<file path="config.mk">
export PLATFORM = sky130hd
export DESIGN_NAME = two_sector_flash_journal_policy
export DESIGN_NICKNAME = d
export VERILOG_FILES = /design/src/hw/rtl/tsfj_pkg.sv /design/src/hw/rtl/two_sector_flash_journal_policy.sv
export SDC_FILE = /design/constraint.sdc
export NUM_CORES = 1
export LEC_CHECK = 0
export BUFFER_PORTS_ARGS = -buffer_cell sky130_fd_sc_hd__buf_2
export CORE_MARGIN = 3
export CORE_UTILIZATION = 47
export DETAILED_ROUTE_END_ITERATION = 12
export GPL_TIMING_DRIVEN = 0
export PLACE_DENSITY = 0.68
export SYNTH_ARGS = -nofsm -noshare
export SYNTH_HDL_FRONTEND = slang
export SYNTH_SLANG_ARGS = --single-unit
</file>
<file path="constraint.sdc">
create_clock -name clk -period 7.5 [get_ports clk]
set_input_delay 1.5 -clock clk [delete_from_list [all_inputs] [get_ports clk]]
set_output_delay 1.5 -clock clk [all_outputs]
set_load 0.01 [all_outputs]
</file>
<file path="src/hw/rtl/tsfj_pkg.sv">
package tsfj_pkg;

    // Input transaction codes.
    localparam logic [2:0] MODE_BEGIN_OPEN    = 3'd0;
    localparam logic [2:0] MODE_SCAN_PAGE     = 3'd1;
    localparam logic [2:0] MODE_FINISH_OPEN   = 3'd2;
    localparam logic [2:0] MODE_COMMIT_REQ    = 3'd3;
    localparam logic [2:0] MODE_COMMIT_RESULT = 3'd4;

    // Result status codes.
    localparam logic [2:0] ST_OK      = 3'd0;
    localparam logic [2:0] ST_LOADED  = 3'd1;
    localparam logic [2:0] ST_EMPTY   = 3'd2;
    localparam logic [2:0] ST_DAMAGED = 3'd3;
    localparam logic [2:0] ST_IO      = 3'd4;
    localparam logic [2:0] ST_BAD     = 3'd5;

    localparam int          MAX_PAGES_DEFAULT = 4096;
    localparam logic [12:0] PPS_RESET         = 13'd16;
    localparam logic [12:0] PAGE_LIMIT        = 13'h1fff;
    localparam logic [15:0] DAMAGED_LIMIT     = 16'hffff;

    typedef struct packed {
        logic [2:0]  mode;
        logic        scan_sector;
        logic [11:0] scan_page;
        logic        io_ok;
        logic        record_empty;
        logic        record_valid;
        logic [31:0] record_generation;
        logic        verify_ok;
        logic [31:0] verify_generation;
    } in_item_t;

    typedef struct packed {
        logic [2:0]  status;
        logic        erase_request;
        logic        target_sector;
        logic [12:0] program_page_address;
        logic [31:0] commit_generation;
        logic        live_valid;
        logic        live_sector;
        logic [15:0] damaged_total;
    } out_item_t;

endpackage

</file>
<file path="src/hw/rtl/two_sector_flash_journal_policy.sv">
// Page allocation policy for a journal kept in two flash sectors. Software
// opens the journal with a begin-open transaction, one scan transaction per
// page read back from flash and a finish-open transaction; it then writes
// with a commit request (which names the sector, the global page address, the
// generation to encode and whether the sector must be erased first) followed
// by a commit result carrying the erase and verify outcomes. Every input
// transaction yields exactly one result transaction. The block takes one
// transaction per clock as long as the result side does not stall: each one
// sits in an input register while a single pass of compare and update logic
// works on it, and its result is then held in an output register. The
// pages_per_sector register (reset 16) may only be written while no
// transaction is in flight; it is not checked until begin-open, which
// refuses values of zero or above MAX_PAGES.
module two_sector_flash_journal_policy #(
    parameter int MAX_PAGES = tsfj_pkg::MAX_PAGES_DEFAULT
) (
    input  logic                clk,
    input  logic                rst_n,
    input  logic                in_valid,
    output logic                in_stall,
    input  tsfj_pkg::in_item_t  in_data,
    output logic                out_valid,
    input  logic                out_stall,
    output tsfj_pkg::out_item_t out_data,
    input  logic                pages_per_sector_we,
    input  logic [12:0]         pages_per_sector_wdata
);

    localparam logic [16:0] MAX_PAGES_W = 17'(MAX_PAGES);

    // Pipeline registers.
    logic                in_valid_reg;
    tsfj_pkg::in_item_t  in_data_reg;
    logic                out_valid_reg;
    tsfj_pkg::out_item_t out_data_reg;
    logic                advance;

    // Configuration and journal state.
    logic [12:0] pages_per_sector_reg;
    logic [12:0] nfp0_reg, nfp0_next;
    logic [12:0] nfp1_reg, nfp1_next;
    logic [31:0] live_gen_reg, live_gen_next;
    logic        live_present_reg, live_present_next;
    logic        live_slot_reg, live_slot_next;
    logic        write_en_reg, write_en_next;
    logic [15:0] damaged_reg, damaged_next;
    logic        pend_sector_reg, pend_sector_next;
    logic        pend_erase_reg, pend_erase_next;
    logic        pend_active_reg, pend_active_next;

    tsfj_pkg::out_item_t result;

    // Helper values for the decode below.
    logic        pps_ok;
    logic        page_in_range;
    logic [31:0] gen_delta;
    logic        gen_newer;
    logic [31:0] gen_plus_one;
    logic        req_first;
    logic [12:0] req_first_nfp;
    logic        req_slot;
    logic [12:0] req_nfp;
    logic        req_full;
    logic        req_refused;
    logic [12:0] req_page;
    logic [12:0] req_base;
    logic [12:0] res_base;
    logic [12:0] res_nfp;
    logic        res_verified;

    // The input register moves on whenever the output register is free or
    // being emptied in the same cycle.
    assign advance   = !out_valid_reg || !out_stall;
    assign in_stall  = in_valid_reg && !advance;
    assign out_valid = out_valid_reg;
    assign out_data  = out_data_reg;

    always_comb
    begin
        pps_ok        = (pages_per_sector_reg != 13'd0)
                        && ({4'd0, pages_per_sector_reg} <= MAX_PAGES_W);
        page_in_range = {1'b0, in_data_reg.scan_page} < pages_per_sector_reg;

        // Serial-number comparison: newer when the forward distance is
        // nonzero and below half the generation space.
        gen_delta     = in_data_reg.record_generation - live_gen_reg;
        gen_newer     = (gen_delta != 32'd0) && !gen_delta[31];
        gen_plus_one  = live_gen_reg + 32'd1;

        // Commit request: prefer the live sector, fall over to the other one
        // when it is full, and erase when both are full.
        req_first     = live_present_reg ? live_slot_reg : 1'b0;
        req_first_nfp = req_first ? nfp1_reg : nfp0_reg;
        req_slot      = (req_first_nfp >= pages_per_sector_reg) ? !req_first : req_first;
        req_nfp       = req_slot ? nfp1_reg : nfp0_reg;
        req_full      = req_nfp >= pages_per_sector_reg;
        req_refused   = req_full && live_present_reg && (req_slot == live_slot_reg);
        req_page      = req_full ? 13'd0 : req_nfp;
        req_base      = req_slot ? pages_per_sector_reg : 13'd0;

        // Commit result: the page is consumed unless the erase failed.
        res_base      = pend_erase_reg ? 13'd0
                        : (pend_sector_reg ? nfp1_reg : nfp0_reg);
        res_nfp       = (res_base < tsfj_pkg::PAGE_LIMIT) ? res_base + 13'd1 : res_base;
        res_verified  = in_data_reg.verify_ok
                        && (in_data_reg.verify_generation == gen_plus_one);

        nfp0_next         = nfp0_reg;
        nfp1_next         = nfp1_reg;
        live_gen_next     = live_gen_reg;
        live_present_next = live_present_reg;
        live_slot_next    = live_slot_reg;
        write_en_next     = write_en_reg;
        damaged_next      = damaged_reg;
        pend_sector_next  = pend_sector_reg;
        pend_erase_next   = pend_erase_reg;
        pend_active_next  = pend_active_reg;

        result                      = '0;
        result.status               = tsfj_pkg::ST_BAD;

        unique case (in_data_reg.mode)
            tsfj_pkg::MODE_BEGIN_OPEN:
            begin
                if (pps_ok)
                begin
                    nfp0_next         = '0;
                    nfp1_next         = '0;
                    live_gen_next     = '0;
                    live_present_next = 1'b0;
                    live_slot_next    = 1'b0;
                    write_en_next     = 1'b0;
                    damaged_next      = '0;
                    pend_sector_next  = 1'b0;
                    pend_erase_next   = 1'b0;
                    pend_active_next  = 1'b0;
                    result.status     = tsfj_pkg::ST_OK;
                end
            end
            tsfj_pkg::MODE_SCAN_PAGE:
            begin
                if (!in_data_reg.io_ok)
                begin
                    result.status = tsfj_pkg::ST_IO;
                end
                else if (page_in_range)
                begin
                    result.status = tsfj_pkg::ST_OK;
                    if (!in_data_reg.record_empty)
                    begin
                        if (in_data_reg.scan_sector)
                            nfp1_next = {1'b0, in_data_reg.scan_page} + 13'd1;
                        else
                            nfp0_next = {1'b0, in_data_reg.scan_page} + 13'd1;
                        if (!in_data_reg.record_valid)
                        begin
                            if (damaged_reg != tsfj_pkg::DAMAGED_LIMIT)
                                damaged_next = damaged_reg + 16'd1;
                        end
                        else if (!live_present_reg || gen_newer)
                        begin
                            live_gen_next     = in_data_reg.record_generation;
                            live_present_next = 1'b1;
                            live_slot_next    = in_data_reg.scan_sector;
                        end
                    end
                end
            end
            tsfj_pkg::MODE_FINISH_OPEN:
            begin
                if (!live_present_reg && (damaged_reg != 16'd0))
                begin
                    result.status = tsfj_pkg::ST_DAMAGED;
                end
                else
                begin
                    write_en_next = 1'b1;
                    result.status = live_present_reg ? tsfj_pkg::ST_LOADED
                                                     : tsfj_pkg::ST_EMPTY;
                end
            end
            tsfj_pkg::MODE_COMMIT_REQ:
            begin
                if (write_en_reg && !req_refused)
                begin
                    result.status               = tsfj_pkg::ST_OK;
                    result.erase_request        = req_full;
                    result.target_sector        = req_slot;
                    result.program_page_address = req_base + req_page;
                    result.commit_generation    = gen_plus_one;
                    pend_sector_next            = req_slot;
                    pend_erase_next             = req_full;
                    pend_active_next            = 1'b1;
                end
            end
            tsfj_pkg::MODE_COMMIT_RESULT:
            begin
                if (pend_active_reg)
                begin
                    pend_active_next = 1'b0;
                    pend_erase_next  = 1'b0;
                    if (pend_erase_reg && !in_data_reg.io_ok)
                    begin
                        result.status = tsfj_pkg::ST_IO;
                    end
                    else
                    begin
                        if (pend_sector_reg)
                            nfp1_next = res_nfp;
                        else
                            nfp0_next = res_nfp;
                        if (res_verified)
                        begin
                            live_gen_next     = gen_plus_one;
                            live_present_next = 1'b1;
                            live_slot_next    = pend_sector_reg;
                            result.status     = tsfj_pkg::ST_LOADED;
                        end
                        else
                        begin
                            result.status = tsfj_pkg::ST_IO;
                        end
                    end
                end
            end
            default:
            begin
                result.status = tsfj_pkg::ST_BAD;
            end
        endcase

        result.live_valid    = live_present_next;
        result.live_sector   = live_slot_next;
        result.damaged_total = damaged_next;
    end

    // Input register.
    always_ff @(posedge clk or negedge rst_n)
    begin
        if (!rst_n)
            in_valid_reg <= 1'b0;
        else if (!in_stall)
            in_valid_reg <= in_valid;
    end

    always_ff @(posedge clk)
    begin
        if (in_valid && !in_stall)
            in_data_reg <= in_data;
    end

    // Output register.
    always_ff @(posedge clk or negedge rst_n)
    begin
        if (!rst_n)
            out_valid_reg <= 1'b0;
        else if (advance)
            out_valid_reg <= in_valid_reg;
    end

    always_ff @(posedge clk)
    begin
        if (in_valid_reg && advance)
            out_data_reg <= result;
    end

    // Journal state commits when a transaction leaves the input register.
    always_ff @(posedge clk or negedge rst_n)
    begin
        if (!rst_n)
        begin
            nfp0_reg         <= '0;
            nfp1_reg         <= '0;
            live_gen_reg     <= '0;
            live_present_reg <= 1'b0;
            live_slot_reg    <= 1'b0;
            write_en_reg     <= 1'b0;
            damaged_reg      <= '0;
            pend_sector_reg  <= 1'b0;
            pend_erase_reg   <= 1'b0;
            pend_active_reg  <= 1'b0;
        end
        else if (in_valid_reg && advance)
        begin
            nfp0_reg         <= nfp0_next;
            nfp1_reg         <= nfp1_next;
            live_gen_reg     <= live_gen_next;
            live_present_reg <= live_present_next;
            live_slot_reg    <= live_slot_next;
            write_en_reg     <= write_en_next;
            damaged_reg      <= damaged_next;
            pend_sector_reg  <= pend_sector_next;
            pend_erase_reg   <= pend_erase_next;
            pend_active_reg  <= pend_active_next;
        end
    end

    // Sector size register.
    always_ff @(posedge clk or negedge rst_n)
    begin
        if (!rst_n)
            pages_per_sector_reg <= tsfj_pkg::PPS_RESET;
        else if (pages_per_sector_we)
            pages_per_sector_reg <= pages_per_sector_wdata;
    end

endmodule

</file>
Word-level counts from Yosys, hierarchy flattened
Cells that the tools add are included.
Widths: inputs -> output; s select.
{"block": "classes", "addsub": 6, "order_cmp": 5, "eq_ne": 22, "muxes": 83, "reduce_logical": 38}
{"cell": "$mux 32", "n": 9}
{"cell": "$mux 13", "n": 22}
{"cell": "$mux 16", "n": 6}
{"cell": "$pmux 32 s3", "n": 1}
{"cell": "$pmux 13 s3", "n": 2}
{"cell": "$mux 50", "n": 1}
{"cell": "$add 32x1->32 const B", "n": 1}
{"cell": "$eq 32x32->1", "n": 1}
{"cell": "$pmux 16 s2", "n": 1}
{"cell": "$reduce_bool 32->1", "n": 1}
{"cell": "$sub 32x32->32", "n": 1}
{"cell": "$ne 2x2->1 const B", "n": 15}
{"cell": "$ge 13x13->1", "n": 2}
{"cell": "$mux 1", "n": 26}
{"cell": "$reduce_and 10->1", "n": 2}
{"cell": "$mux 3", "n": 6}
{"cell": "$add 16x1->16 const B", "n": 1}
{"cell": "$ne 16x16->1 const B", "n": 1}
{"cell": "$reduce_bool 16->1", "n": 1}
{"cell": "$pmux 3 s5", "n": 1}
{"cell": "$add 12x1->13 const B", "n": 1}
{"cell": "$add 13x1->13 const B", "n": 1}
{"cell": "$add 13x13->13", "n": 1}
{"cell": "$le 13x13->1 const B", "n": 1}
{"cell": "other kinds (20)", "n": 49}
{"block": "word_totals", "register_bits": 247, "in_bits": 102, "out_inout_bits": 70, "word_cells": 184}

Longest topological paths before layout
Gate-level depths: netlist of the first run.
{"block": "logic_depth", "word_depth": 12, "mapped_depth": 37, "ltp_nobuf": 34}

Least setup slack after synthesis of the first run
No wires, ideal clock.
{"block": "synth_timing", "path_type": "register to register", "start": "reg live_present_reg", "end": "reg out_data_reg, in the netlist out_data[62] (data pin)", "setup_ns": 0.146, "arrival_ns": 7.649, "required_ns": 7.354, "path_slack_ns": -0.296, "path_stages_with_launch": 37, "n_path_buf": 4, "synth_period_minus_slack_ns": 7.796, "path_cell_list": "dfrtp_1 -> clkbuf_1 -> nand2_1 -> buf_1 -> mux2_2 -> ha_1 -> o21a_1 -> o21a_1 -> o21a_1 -> o21ai_0 -> a21oi_1 -> o22a_1 -> xor2_1 -> clkbuf_1 -> mux2_2 -> ha_1 -> a21o_1 -> a21o_1 -> a21o_1 -> a21o_1 -> a21oi_1 -> o31ai_1 -> a31oi_1 -> clkbuf_1 -> and2_1 -> ha_1 -> a21o_1 -> a21oi_1 -> o21bai_1 -> a21oi_1 -> o21bai_1 -> a21o_1 -> and3_1 -> a211oi_1 -> o22ai_1 -> a211o_1 -> a21oi_1"}
{"block": "synth_via", "elab_chain_cells": 11, "word_cells_on_any_way": 16, "cone_classes": "add/sub: 1; order compare: 2; eq/ne: 1; mux: 6; reduce/logical: 6"}
{"item": "start: declaration", "line_no": "two_sector_flash_journal_policy.sv:43", "source": "logic live_present_reg, live_present_next;"}
{"item": "start signal: assignment", "line_no": "two_sector_flash_journal_policy.sv:288", "source": "live_present_reg <= live_present_next;"}
{"item": "parallel branches: the longest is 11 deep, another holds $ge 13x13->1"}
{"item": "end signal: assignment", "line_no": "two_sector_flash_journal_policy.sv:264", "source": "out_data_reg <= result;"}
{"item": "end: declaration", "line_no": "two_sector_flash_journal_policy.sv:35", "source": "tsfj_pkg::out_item_t out_data_reg;"}
Parallel ways; which one is timed is not known.
A chain may end at the register's enable or synchronous reset.

Worst setup path in the final report of the first run
Ends and elaborated chain as after synthesis.

==> impl_metrics.yaml, run 1 <==
run_status:
  status: "finished clean"
placement:
  portBuffers: 170
  gp_congestion: 0.951
  hpwl_um: 42200
  place_ws_ns: -1.45
  place_inst: 2391
clock_tree:
  clockBufferDepth: 3
  clk_pin_slew_ns: 0.06
  clock_latency_ns: 0.57
  root_buffer: "clkbuf_16"
  h-tree-depth: 1
  numCtsBuffers: 28
  tritoncts: "done"
  cts_hold_buf: 0
  cts_num_sinks: 247
worst_setup_path:
  slowest_stage: "or4_1"
  worstPathArrival_ns: 7.66
  crit_fanout: 6
  r2r_start: "live_present_reg"
  worstSetupStartpoint: "live_present_reg"
  end_kind: "flop"
  r2r_cells: 35
  cp_data_required_time_ns: 7.91
  cp-start-kind: "flop"
  cpPeakStageDelay_ns: 0.50
  worst-setup-path-type: "reg2reg"
  reg2reg_slack_ns: 0.25
  crit_top_cell: "a21o_1"
  r2r-end: "out_data[62]"
layout:
  final_cell_mix: "buf_2, nor2_1, edfxtp_1, nand2_1, o21ai_0"
  num-fill-cells: 3100
  fin_nets: 2167
  largest_reg_flops: 84
  layout-drive-gt1-share_pct: 17.0
  area_growth_pct: 16.8
  antenna_cells: 0
  instances_no_fill: 2455
detailed_routing:
  vias_per_cell: 6.25
  wl_per_cell_um: 22.6
  initialDrtViolationCount: 1549
  vias: 15350
  drt_pass1_iterations: 7
  ant_nets: 0
  wl_um: 55400
  post-route-drc-count: 0
global_routing:
  grt_use_total_pct: 28.3
  overflow: 0
  grt_pass1_wl_um: 84900
  antenna_found_initial: 1
  grt_max_degree: 58
  grt_pass1_vias: 14601
yosys:
  synth_flop_cell: "edfxtp_1"
  ys_ff_latch: 247
  synth.avg_cell_area_um2: 9.45
  synth_area_mm2: 0.0166
  yosys_warnings: 0
  synthArstFlopShare_pct: 38.5
  ys_types: 83
  syn_inst: 1762
  ys_seq_area_share_pct: 41.7
  synth_nets: 1951
  synth_edf_count: 152
floorplan:
  die_h_um: 194
  start_util_pct: 48.0
  die_w_um: 194
  rows: 68
  core_mm2: 0.0347
  io_pins: 172
  die-area_mm2: 0.0377
power:
  p_int_mw: 2.96
  ir_worst_vdd_mv: 0.205
  p_sw_share_pct: 30.9
  pwr-share-comb_pct: 24.1
  clkPwrFrac_pct: 36.7
  p_seq_share_pct: 39.2
  leakage_nw: 7.67
  p_total_mw: 4.28
  cellPowerDensity_mw_per_mm2: 220
  power.switching_mw: 1.32
timing:
  finalCriticalPeriod_ns: 7.25
  relSlewSlack_pct: 14.1
  hold_ws_ns: 0.512
  setup_violations: 0
  fin_crit_sh_pct: 96.7
  max_freq_mhz: 138
  slew_violations: 0
  setup_tns_ns: 0
  fin_ws_ns: 0.249
  tightest_slew_ns: 1.28
  hold_viol_final: 0
  fin_skew_ns: 0.0186
hold_path:
  hp-start: "in_valid_reg"
  min_to: "out_valid"
  hold_path_class: "reg2reg"
  holdPathStages: 1
job:
  max-cap-violations: 0
stage by stage:
stage | instance area [um^2] | utilization (%)
detailed placement | 18200 | 52.4
finish | 19400 | 56.0
CTS | 19300 | 55.7
floorplan | 16700 | -
global route | 19400 | 56.0
global placement | 18100 | 52.1
routing by layer:
metal  up-vias  global-route usage (%)  part of all wire [%]  wire [um]
met4         2                    10.4                   4.5       2470
li1       7017                       -                     -          -
met2       806                    47.1                    47      26000
met1      7394                    37.9                    41      22600
met5         -                       0                 0.023         13
met3       131                    4.15                   7.7       4270
cell usage after synthesis (6+ instances only):
| cell | count | share of area [%] |
|---|---|---|
| a2111oi_0 | 7 | 0.37 |
| a211o_1 | 6 | 0.32 |
| a211oi_1 | 14 | 0.63 |
| a21o_1 | 23 | 1.0 |
| a21oi_1 | 117 | 3.5 |
| a311oi_1 | 6 | 0.32 |
| a31oi_1 | 15 | 0.56 |
| a32oi_1 | 25 | 1.3 |
| and2_1 | 25 | 0.94 |
| and3_1 | 17 | 0.64 |
| buf_1 | 6 | 0.14 |
| buf_2 | 9 | 0.27 |
| clkbuf_1 | 89 | 2.0 |
| dfrtp_1 | 94 | 14 |
| edfxtp_1 | 152 | 27 |
| ha_1 | 85 | 6.4 |
| inv_1 | 77 | 1.7 |
| mux2_2 | 47 | 3.2 |
| mux2i_1 | 24 | 1.4 |
| nand2_1 | 120 | 2.7 |
| nand2b_1 | 17 | 0.64 |
| nand3_1 | 53 | 1.6 |
| nand4_1 | 32 | 1.2 |
| nor2_1 | 179 | 4.0 |
| nor2b_1 | 14 | 0.53 |
| nor3_1 | 37 | 1.1 |
| nor4_1 | 24 | 0.90 |
| o211ai_1 | 11 | 0.50 |
| o21a_1 | 17 | 0.77 |
| o21ai_0 | 118 | 3.5 |
| o22ai_1 | 13 | 0.49 |
| o2bb2ai_1 | 30 | 1.6 |
| o31ai_1 | 14 | 0.63 |
| or3_1 | 18 | 0.68 |
| or4_1 | 15 | 0.68 |
| xnor2_1 | 70 | 3.7 |
| xor2_1 | 23 | 1.2 |
kinds of logic (layout without fill, tap and decap cells):
logic type / after synthesis / count (layout) / synth area share (%)
xor+xnor: 97 / 97 / 5.43
mux: 71 / 71 / 4.62
flops: 247 / 247 / 41.7
compound gates: 486 / 486 / 19.4
buf+inv: 186 / 424 / 4.49
simple gates: 588 / 588 / 17.7
fa+ha+maj: 87 / 87 / 6.63
worst max-delay path: cells and delay by family (launching register included):
kind / cells / cell delay (ns)
xor+xnor: 1 / 0.18
mux: 2 / 0.70
fa+ha+maj: 4 / 1.00
buf+inv: 1 / 0.14
simple gates: 5 / 1.09
flops: 1 / 0.45
compound gates: 22 / 3.55
timing repair:
| action | 4_1_cts | 5_1_grt |
|---|---|---|
| pin swaps | 3 | 9 |
| gates resized for setup | 15 | 11 |
| buffers inserted | 2 | 11 |
| endpoints found under the setup margin | 18 | 4 |
worst max path at each step:
stage,end
floorplan,out_data[62]
global placement,out_data[62]
detailed placement,out_data[62]
CTS,out_data[62]
global route,out_data[62]
finish,out_data[62]
power by group through the flow:
stage	clock network, mW	logic, mW	registers [mW]
final	1.57	1.03	1.68
after global routing	1.66	1.13	1.69
after CTS	1.59	1.00	1.67
after detailed placement	0	0.990	1.70
after global placement	0	0.967	1.71
after floorplan	0	0.669	1.68
cell type report:
cell class | instances | area, um^2 | area share, %
multi-input cells | 1329 | 9050 | 46.5
flip-flops and latches | 247 | 6940 | 35.7
repair buffers | 187 | 1040 | 5.34
clock buffers | 38 | 841 | 4.32
well taps | 455 | 569 | 2.93
plain buffers | 108 | 484 | 2.49
inverters | 77 | 289 | 1.49
clock inverters | 14 | 234 | 1.20
No activity file was read; power rests on OpenSTA's default activity.
==> inputs of run 2 (changes only) <==
Settings changed: PLACE_DENSITY 0.68 to 0.66.
Clock period 7.5 ns to 7.6 ns, I/O delays scaled along.
==> run 2 against run 1 <==
Core utilization is 0.38 points lower. Setup slack better by 0.038 ns. Sequential share of layout area is 0.24 points higher. Hold slack worse by 0.034 ns. Total power is 4.8% lower. Global-route usage is 0.33 points higher. Clock-buffer cell count is 6 lower. Highest routed layer is now met4.
==> impl_metrics.yaml, run 2 (synthesis gave the netlist of run 1 again) <==
placement:
  gp_congestion: 0.950
  portBuffers: 170
  place_ws_ns: -1.67
  hpwl_um: 42700
  place_inst: 2390
timing:
  finalCriticalPeriod_ns: 7.31
  max_freq_mhz: 137
  setup_violations: 0
  hold_viol_final: 0
  fin_crit_sh_pct: 96.2
  relSlewSlack_pct: 7.65
  fin_ws_ns: 0.287
  rsz0062_at_grt: "true"
  tightest_slew_ns: 1.37
  fin_skew_ns: 0.0219
  setup_tns_ns: 0
  slew_violations: 0
floorplan:
  start_util_pct: 48.0
  die_h_um: 194
  rows: 68
  die-area_mm2: 0.0377
  die_w_um: 194
  core_mm2: 0.0347
  io_pins: 172
clock_tree:
  clockBufferDepth: 3
  numCtsBuffers: 29
  cts_hold_buf: 0
  h-tree-depth: 1
  cts_num_sinks: 247
  clk_pin_slew_ns: 0.07
  root_buffer: "clkbuf_16"
  tritoncts: "done"
  clock_latency_ns: 0.57
global_routing:
  grt_use_total_pct: 28.7
  grt_pass1_wl_um: 85600
  antenna_found_initial: 0
  overflow: 0
  grt_max_degree: 59
  grt_pass1_vias: 14833
hold_path:
  hold_path_class: "reg2reg"
layout:
  antenna_cells: 0
  register_area_mm2: 0.00694
  final_cell_mix: "nor2_1, buf_2, edfxtp_1, nand2_1, o21ai_0"
  area_growth_pct: 16.0
  utilization_pct: 55.6
  instances_no_fill: 2454
  num-fill-cells: 3147
  fin_nets: 2166
  layout-drive-gt1-share_pct: 16.9
  final_common_cell: "nor2_1"
  multi_input_area_mm2: 0.00905
  largest_reg_flops: 84
worst_setup_path:
  crit_path_end: "out_data[62]"
  r2r_cells: 36
  slowest_stage: "or4_4"
  crit_top_cell: "a21o_1"
  cp_data_required_time_ns: 8.02
  r2r_start: "live_slot_reg"
  r2r-end: "out_data[62]"
  reg2reg_slack_ns: 0.29
  cp-start-kind: "flop"
  worst-setup-path-type: "reg2reg"
  cpPeakStageDelay_ns: 0.49
  worstSetupStartpoint: "live_slot_reg"
  crit_fanout: 7
  end_kind: "flop"
  worstPathArrival_ns: 7.73
detailed_routing:
  ant_nets: 0
  vias_per_cell: 6.17
  wl_per_cell_um: 22.7
  wl_um: 55800
  drt_pass1_iterations: 6
  vias: 15143
  post-route-drc-count: 0
  initialDrtViolationCount: 1419
power:
  cellPowerDensity_mw_per_mm2: 211
  ir_worst_vdd_mv: 0.199
  leakage_nw: 7.58
run_status:
  status: "finished clean"
job:
  max-cap-violations: 0
-- run 2: how the worst min path moves through the flow --
stage | start | end | slack [ns] | cells past startpoint
final | in_valid_reg | out_valid | 0.48 | 1
after global routing | in_valid_reg | out_valid | 0.51 | 1
after CTS | in_valid_reg | out_valid | 0.48 | 1
after detailed placement | in_valid_reg | out_valid | 0.47 | 1
after global placement | in_valid_reg | out_valid | 0.47 | 1
after floorplan | in_valid_reg | out_valid | 0.46 | 1
-- run 2: what timing repair did --
item                       in CTS  in global routing
pin swaps                       3                  6
setup buffers                   4                  8
resized for setup              16                 12
setup endpoints to repair      39                  4
-- run 2: final cells by class --
cell class	instances	share of cell area [%]
tap	455	2.95
buffer	108	2.49
sequential	247	36.0
multi-input combinational	1329	46.9
clock inverter	21	1.08
clock buffer	32	3.87
inverter	77	1.50
timing repair buffer	185	5.31
-- run 2: stage by stage --
| stage | area, um^2 | hold WS (ns) | power, mW |
|---|---|---|---|
| final | 19300 | 0.479 | 4.07 |
| after global routing | 19300 | 0.510 | 4.27 |
| after CTS | 19200 | 0.483 | 4.08 |
| after detailed placement | 18200 | 0.474 | 2.66 |
| after global placement | 18100 | 0.469 | 2.65 |
| after floorplan | 16700 | 0.457 | 2.32 |
-- run 2: metal layers --
layer  global-route usage, %  wire length, um
met1                    37.4            23300
met2                    47.8            26100
met3                    4.07             3420
met4                    12.5             2980
met5                       0                0
-- run 2: power by group --
| group | leakage [nW] | switching, mW | internal (mW) |
|---|---|---|---|
| Sequential | 2.76 | 0.102 | 1.55 |
| Clock | 0.445 | 0.588 | 0.811 |
| Combinational | 4.38 | 0.632 | 0.388 |
-- run 2: critical path, delay by kind of cell, from the launching register on --
family / cells / cell delay (ns)
simple gates: 5 / 1.06
mux: 2 / 0.71
compound gates: 22 / 3.49
fa+ha+maj: 4 / 0.99
buf+inv: 2 / 0.31
xor+xnor: 1 / 0.19
flops: 1 / 0.42
